$ cat src/rtl/core/mexp_pkg.sv
// Package for the modular exponentiation block: sequencer states and the
// status group that the shared modular multiplier reports. No dependencies.
`timescale 1ns / 1ps

package mexp_pkg;

    // Sequencer states, one-hot
    typedef enum logic [5:0] {
        S_IDLE = 6'b000001,
        S_RED  = 6'b000010,
        S_LOOP = 6'b000100,
        S_MULR = 6'b001000,
        S_SQR  = 6'b010000,
        S_DONE = 6'b100000
    } t_state;

    // Status of the shared modular multiplier
    typedef struct packed {
        logic busy;
        logic done;
    } t_mul_status;

endpackage

$ cat src/rtl/core/mexp_mulmod.sv
// Bit-serial modular multiplier: (a * b) mod m, one multiplier bit per cycle.
// Depends on mexp_pkg for the status struct.
`timescale 1ns / 1ps

module mexp_mulmod #(
    parameter int WIDTH = 32
) (
    input  logic                     i_clk,
    input  logic                     i_rst_n,
    input  logic                     i_start,
    input  logic [WIDTH-1:0]         i_a,
    input  logic [WIDTH-1:0]         i_b,
    input  logic [WIDTH-1:0]         i_m,
    output mexp_pkg::t_mul_status    o_status,
    output logic [WIDTH-1:0]         o_product
);
    import mexp_pkg::*;

    localparam int CW = (WIDTH > 1) ? $clog2(WIDTH) : 1;

    // (x + y) mod m for x, y < m without overflow (also right for y = 1, m = 1)
    function automatic logic [WIDTH-1:0] add_mod(
        input logic [WIDTH-1:0] x,
        input logic [WIDTH-1:0] y,
        input logic [WIDTH-1:0] m
    );
        logic [WIDTH-1:0] gap;
        begin
            gap = m - y;
            if (x >= gap) begin
                add_mod = x - gap;
            end else begin
                add_mod = x + y;
            end
        end
    endfunction

    logic [WIDTH-1:0] r_acc, r_a, r_b, r_m;
    logic [CW-1:0]    r_cnt;
    logic             r_busy, r_done;
    logic [WIDTH-1:0] w_dbl, w_step;

    // Double, then add the multiplicand when the current multiplier bit is set
    always_comb begin
        w_dbl  = add_mod(r_acc, r_acc, r_m);
        w_step = r_b[WIDTH-1] ? add_mod(w_dbl, r_a, r_m) : w_dbl;
    end

    always_ff @(posedge i_clk) begin
        if (!i_rst_n) begin
            r_busy <= 1'b0;
            r_done <= 1'b0;
            r_cnt  <= '0;
        end else begin
            r_done <= 1'b0;
            if (r_busy) begin
                r_acc <= w_step;
                r_b   <= r_b << 1;
                r_cnt <= r_cnt - CW'(1);
                if (r_cnt == '0) begin
                    r_busy <= 1'b0;
                    r_done <= 1'b1;
                end
            end else if (i_start) begin
                r_acc  <= '0;
                r_a    <= i_a;
                r_b    <= i_b;
                r_m    <= i_m;
                r_cnt  <= CW'(WIDTH - 1);
                r_busy <= 1'b1;
            end
        end
    end

    assign o_status.busy = r_busy;
    assign o_status.done = r_done;
    assign o_product     = r_acc;

endmodule

$ cat src/rtl/core/modular_exponentiation_top.sv
// Modular exponentiation by right-to-left square-and-multiply.
// Depends on mexp_pkg and mexp_mulmod (shared bit-serial modular multiplier).
// A zero modulus goes straight to the result. Else the base is reduced, then per exponent
// bit up to the highest set one the result is multiplied by the base when the bit is set
// and the base is squared; then the result goes to the output register. One item at a time.
// Reset (synchronous, active low) clears the sequencer and the output valid.
`timescale 1ns / 1ps

module modular_exponentiation_top #(
    parameter int WIDTH = 32
) (
    input  logic                                   i_clk,
    input  logic                                   i_rst_n,
    // Input transaction
    input  logic                                   s_axis_tvalid,
    output logic                                   s_axis_tready,
    // tdata, low to high: base_value, exponent, modulus (WIDTH bits each)
    input  logic [((3*WIDTH+7)/8)*8-1:0]           s_axis_tdata,
    // Result transaction
    output logic                                   m_axis_tvalid,
    input  logic                                   m_axis_tready,
    // tdata, low to high: power_result (WIDTH bits), zero padding
    output logic [((WIDTH+7)/8)*8-1:0]             m_axis_tdata,
    // tuser: zero_modulus_error
    output logic                                   m_axis_tuser
);
    import mexp_pkg::*;

    localparam int OUT_W = ((WIDTH + 7) / 8) * 8;

    t_state           r_state;
    logic [WIDTH-1:0] r_b;       // running base (power of two of the input base)
    logic [WIDTH-1:0] r_e;       // remaining exponent bits
    logic [WIDTH-1:0] r_m;       // modulus
    logic [WIDTH-1:0] r_res;     // running result
    logic             r_err;
    logic             r_mul_start;
    logic [WIDTH-1:0] r_mul_a, r_mul_b;
    logic             r_out_valid;
    logic [WIDTH-1:0] r_out_data;
    logic             r_out_err;

    t_mul_status      w_mul_status;
    logic [WIDTH-1:0] w_product;
    logic             w_in_acc;
    logic             w_out_free;
    logic [WIDTH-1:0] w_in_base, w_in_exp, w_in_mod;

    assign w_in_base = s_axis_tdata[WIDTH-1:0];
    assign w_in_exp  = s_axis_tdata[2*WIDTH-1:WIDTH];
    assign w_in_mod  = s_axis_tdata[3*WIDTH-1:2*WIDTH];

    // Take a new item only when the sequencer is idle
    assign s_axis_tready = (r_state == S_IDLE);
    assign w_in_acc      = s_axis_tvalid && s_axis_tready;
    // Output register can take a result when empty or draining this cycle
    assign w_out_free    = !r_out_valid || m_axis_tready;

    mexp_mulmod #(
        .WIDTH (WIDTH)
    ) u_mulmod (
        .i_clk     (i_clk),
        .i_rst_n   (i_rst_n),
        .i_start   (r_mul_start),
        .i_a       (r_mul_a),
        .i_b       (r_mul_b),
        .i_m       (r_m),
        .o_status  (w_mul_status),
        .o_product (w_product)
    );

    // Sequencer: flag a zero modulus, else reduce base, then per exponent bit multiply (if set) and square
    always_ff @(posedge i_clk) begin
        if (!i_rst_n) begin
            r_state     <= S_IDLE;
            r_mul_start <= 1'b0;
        end else begin
            r_mul_start <= 1'b0;
            unique case (r_state)
                S_IDLE: begin
                    if (w_in_acc) begin
                        r_e <= w_in_exp;
                        r_m <= w_in_mod;
                        if (w_in_mod == '0) begin
                            // Zero modulus: flag the error, return 0
                            r_res   <= '0;
                            r_err   <= 1'b1;
                            r_state <= S_DONE;
                        end else begin
                            // 1 mod m; base mod m computed as (1 * base) mod m
                            r_res       <= (w_in_mod == WIDTH'(1)) ? '0 : WIDTH'(1);
                            r_err       <= 1'b0;
                            r_mul_a     <= WIDTH'(1);
                            r_mul_b     <= w_in_base;
                            r_mul_start <= 1'b1;
                            r_state     <= S_RED;
                        end
                    end
                end
                S_RED: begin
                    if (w_mul_status.done) begin
                        r_b     <= w_product;
                        r_state <= S_LOOP;
                    end
                end
                S_LOOP: begin
                    if (r_e == '0) begin
                        r_state <= S_DONE;
                    end else if (r_e[0]) begin
                        r_mul_a     <= r_res;
                        r_mul_b     <= r_b;
                        r_mul_start <= 1'b1;
                        r_state     <= S_MULR;
                    end else begin
                        r_mul_a     <= r_b;
                        r_mul_b     <= r_b;
                        r_mul_start <= 1'b1;
                        r_state     <= S_SQR;
                    end
                end
                S_MULR: begin
                    if (w_mul_status.done) begin
                        // Update result, then square the base
                        r_res       <= w_product;
                        r_mul_a     <= r_b;
                        r_mul_b     <= r_b;
                        r_mul_start <= 1'b1;
                        r_state     <= S_SQR;
                    end
                end
                S_SQR: begin
                    if (w_mul_status.done) begin
                        r_b     <= w_product;
                        r_e     <= r_e >> 1;
                        r_state <= S_LOOP;
                    end
                end
                S_DONE: begin
                    // Hold until the output register has room
                    if (w_out_free) begin
                        r_state <= S_IDLE;
                    end
                end
                default: begin
                    r_state <= S_IDLE;
                end
            endcase
        end
    end

    // Output register: load on completion, drop once the transaction completes
    always_ff @(posedge i_clk) begin
        if (!i_rst_n) begin
            r_out_valid <= 1'b0;
        end else begin
            if (r_state == S_DONE && w_out_free) begin
                r_out_valid <= 1'b1;
                r_out_data  <= r_res;
                r_out_err   <= r_err;
            end else if (m_axis_tready) begin
                r_out_valid <= 1'b0;
            end
        end
    end

    assign m_axis_tvalid = r_out_valid;
    assign m_axis_tdata  = OUT_W'(r_out_data);
    assign m_axis_tuser  = r_out_err;

    // The multiplier never runs while the sequencer takes a new item
    a_idle_mul: assert property (@(posedge i_clk) disable iff (!i_rst_n)
        s_axis_tready |-> !w_mul_status.busy)
        else $error("multiplier busy while sequencer idle");

    // A finished product only arrives where the sequencer waits for one
    a_done_state: assert property (@(posedge i_clk) disable iff (!i_rst_n)
        w_mul_status.done |-> (r_state == S_RED || r_state == S_MULR || r_state == S_SQR))
        else $error("multiplier result in unexpected state");

    // An error result always carries a zero value
    a_err_zero: assert property (@(posedge i_clk) disable iff (!i_rst_n)
        (m_axis_tvalid && m_axis_tuser) |-> (r_out_data == '0))
        else $error("error result with nonzero value");

    // Each start lands while the multiplier is free and makes it busy
    a_start_busy: assert property (@(posedge i_clk) disable iff (!i_rst_n)
        r_mul_start |-> (!w_mul_status.busy ##1 w_mul_status.busy))
        else $error("multiplier start lost");

endmodule

$ cat config.mk
export PLATFORM = sky130hd
export DESIGN_NAME = modular_exponentiation_top
export DESIGN_NICKNAME = d
export VERILOG_FILES = /design/src/rtl/core/mexp_pkg.sv /design/src/rtl/core/mexp_mulmod.sv /design/src/rtl/core/modular_exponentiation_top.sv
export SDC_FILE = /design/constraint.sdc
export NUM_CORES = 1
export LEC_CHECK = 0
export BUFFER_PORTS_ARGS = -buffer_cell sky130_fd_sc_hd__buf_2
export CAP_MARGIN = 20
export CORE_ASPECT_RATIO = 0.6
export CORE_UTILIZATION = 35
export CTS_BUF_LIST = sky130_fd_sc_hd__clkbuf_8
export DETAILED_ROUTE_END_ITERATION = 10
export HOLD_SLACK_MARGIN = 0.06
export PLACE_DENSITY_LB_ADDON = 0.08
export SLEW_MARGIN = 20
export SYNTH_ARGS = -nofsm -noshare
export SYNTH_HDL_FRONTEND = slang
export SYNTH_HIERARCHICAL = 1
export SYNTH_SLANG_ARGS = --single-unit
$ cat constraint.sdc
create_clock -name i_clk -period 20.1 [get_ports i_clk]
set_clock_uncertainty 0.05 [all_clocks]
set_input_delay 6.03 -clock i_clk [delete_from_list [all_inputs] [get_ports i_clk]]
set_output_delay 6.03 -clock i_clk [all_outputs]
set_load 0.02 [all_outputs]
==> impl_metrics.csv <==
group,metric,value,unit
final_layout,drive_gt1_frac,0.172,
logic_synthesis,syn_avg_cell_area,11.1,µm²
grt,grt_pass1_vias,15354,
clock_tree,postCtsHoldBufs,0,
worst_setup_path,reg2reg_slack,9.10,ns
pwr,seqPwrFrac,0.312,
floorplanning,num_rows,71,
clock_tree,htreeDepth,2,
sta,worst_slack,9.10,ns
final_layout,fin_util,0.401,
logic_synthesis,syn-cell-area,22600,µm²
final_layout,n_antenna_cell,0,
sta,relSlewSlack,0.307,
sta,fin_tns_setup,0,ns
clock_tree,cts_sinks,369,
detailed_routing,drc_errors,0,
placed_design,place_congestion,0.908,
placed_design,port-buffer-count,134,
grt,antenna_found_initial,2,
floorplanning,die-height,199,µm
worst_setup_path,crit_required,20.61,ns
pwr,clock_power_share,0.211,
floorplanning,pin_count,135,
sta,whs,0.358,ns
detailed_routing,drt_first_pass_iters,6,
floorplanning,core-area,63200,µm²
clock_tree,postCtsSetupRepairBufs,0,
grt,grt_max_degree,65,
worst_setup_path,crit_slowest_cell,"a2111oi_0",
grt,grt_first_pass_wirelength,100000,µm
logic_synthesis,ys_warn_count,6,
clock_tree,worst_skew_pair.late_latency,0.70,ns
floorplanning,dieArea,65500,µm²
floorplanning,start_util,0.357,
pwr,worst_ir_drop_vdd,0.0629,mV
logic_synthesis,synth_nets,2290,
pwr,combPwrFrac,0.477,
placed_design,dp_slack,9.10,ns
clock_tree,root_buffer,"clkbuf_8",
final_layout,fill_cells,6130,
pwr,p_sw,1.27,mW
final_layout,syn_to_final_growth,12.3,%
clock_tree,cts_buffer_depth,3,
clock_tree,cts_resized,0,
pwr,power.density,119,nW/µm²
sta,slew_viol_final,0,
sta,tightestPinTransition,1.03,ns
final_layout,final_nets,2442,
worst_setup_path,critPathCaptureType,"register",
worst_setup_path,cp_max_fo,64,
worst_setup_path,start_kind,"register",
grt,grt_util_all_layers,0.209,
floorplanning,die_w,330,µm
sta,min_period,11.00,ns
pwr,p_sw_frac,0.420,
detailed_routing,antenna_left,0,
outcome,status,"completed",
detailed_routing,drtIter0Drc,1564,
final_layout,fin_cells,3074,
detailed_routing,drt-vias-per-instance,5.44,
pwr,p_leak,9.75,nW
clock_tree,cts_tree,"done",
sta,post-route-period-util,0.547,
worst_setup_path,cpLargestDelayFamily,"compound AO/OA/AOI/OAI gates",
clock_tree,cts_buffers,57,
pwr,fin_total_pwr,3.02,mW
clock_tree,clk_pin_slew,0.08,ns
logic_synthesis,netlist_instances,2039,
detailed_routing,wl_per_cell,22.2,µm
placed_design,placed_area,24200,µm²
detailed_routing,routed-via-count,16727,
final_layout,design_area,25400,µm²
sta,hold_viol,0,
worst_setup_path,crit_arrival,11.52,ns
sta,fmax,90.9,MHz
pwr,p_int,1.75,mW
placed_design,dpl.cell_count,2970,
worst_setup_path,critPathBufInv,3,
detailed_routing,routed_wl,68200,µm
sta,setup_viol,0,
worst_setup_path,crit_type,"register to register",
sta,rsz0062_at_grt,"no",
final_layout,final_common_cell,"edfxtp_1",
worst_setup_path,max_stage_delay,0.76,ns
flow_run,cap_violations,0,
min_path,hold_path.class,"register to register",
placed_design,dp_hpwl,52300,µm
final_layout,layout_common_cells,"edfxtp_1, ha_1, a21oi_1",
grt,grt_overflow_total,0,
cell type report:
| cell class | instances | area (µm²) | area share |
|---|---|---|---|
| multi-input cells | 1486 | 11000 | 0.434 |
| flip-flops and latches | 369 | 10900 | 0.431 |
| well taps | 839 | 1050 | 0.0414 |
| repair buffers | 149 | 796 | 0.0314 |
| clock buffers | 57 | 785 | 0.0309 |
| inverters | 128 | 480 | 0.0189 |
| clock inverters | 46 | 323 | 0.0127 |
worst reg2reg max path, delay by kind of cell, from the launching register on:
family                   cells  cell delay, ns
AO/OA/AOI/OAI               23            5.86
flip-flops                   1            0.60
AND/OR/NAND/NOR             12            1.89
buffers and inverters        3            1.22
adder cells (fa/ha/maj)      3            1.18
XOR/XNOR                     1            0.10
power groups by stage:
stage          combinational, mW  clock, mW  sequential (mW)
2_1_floorplan               1.05          0            0.929
3_3_place_gp                1.40          0            0.954
3_5_place_dp                1.40          0            0.954
4_1_cts                     1.41      0.663            0.939
5_1_grt                     1.58      0.693            0.944
6_report                    1.44      0.636            0.941
worst paths after layout:
| check | startpoint | endpoint | depth (start not counted) |
|---|---|---|---|
| worst max register to register | u_mulmod/o_product[1] | u_mulmod/o_product[31] | 42 |
| worst min register to register | r_mul_a[10] | u_mulmod/r_a[10] | 0 |
| worst max-delay path | u_mulmod/o_product[1] | u_mulmod/o_product[31] | 42 |
| worst min-delay path | r_mul_a[10] | u_mulmod/r_a[10] | 0 |
metal layers:
layer | wire (µm) | vias to the layer above | track usage
li1 | - | 8023 | -
met1 | 40200 | 8021 | 0.381
met2 | 20800 | 619 | 0.221
met3 | 6420 | 62 | 0.0509
met4 | 722 | 2 | 0.0346
met5 | 12 | - | 0
Power figures use the tool's default switching activity.
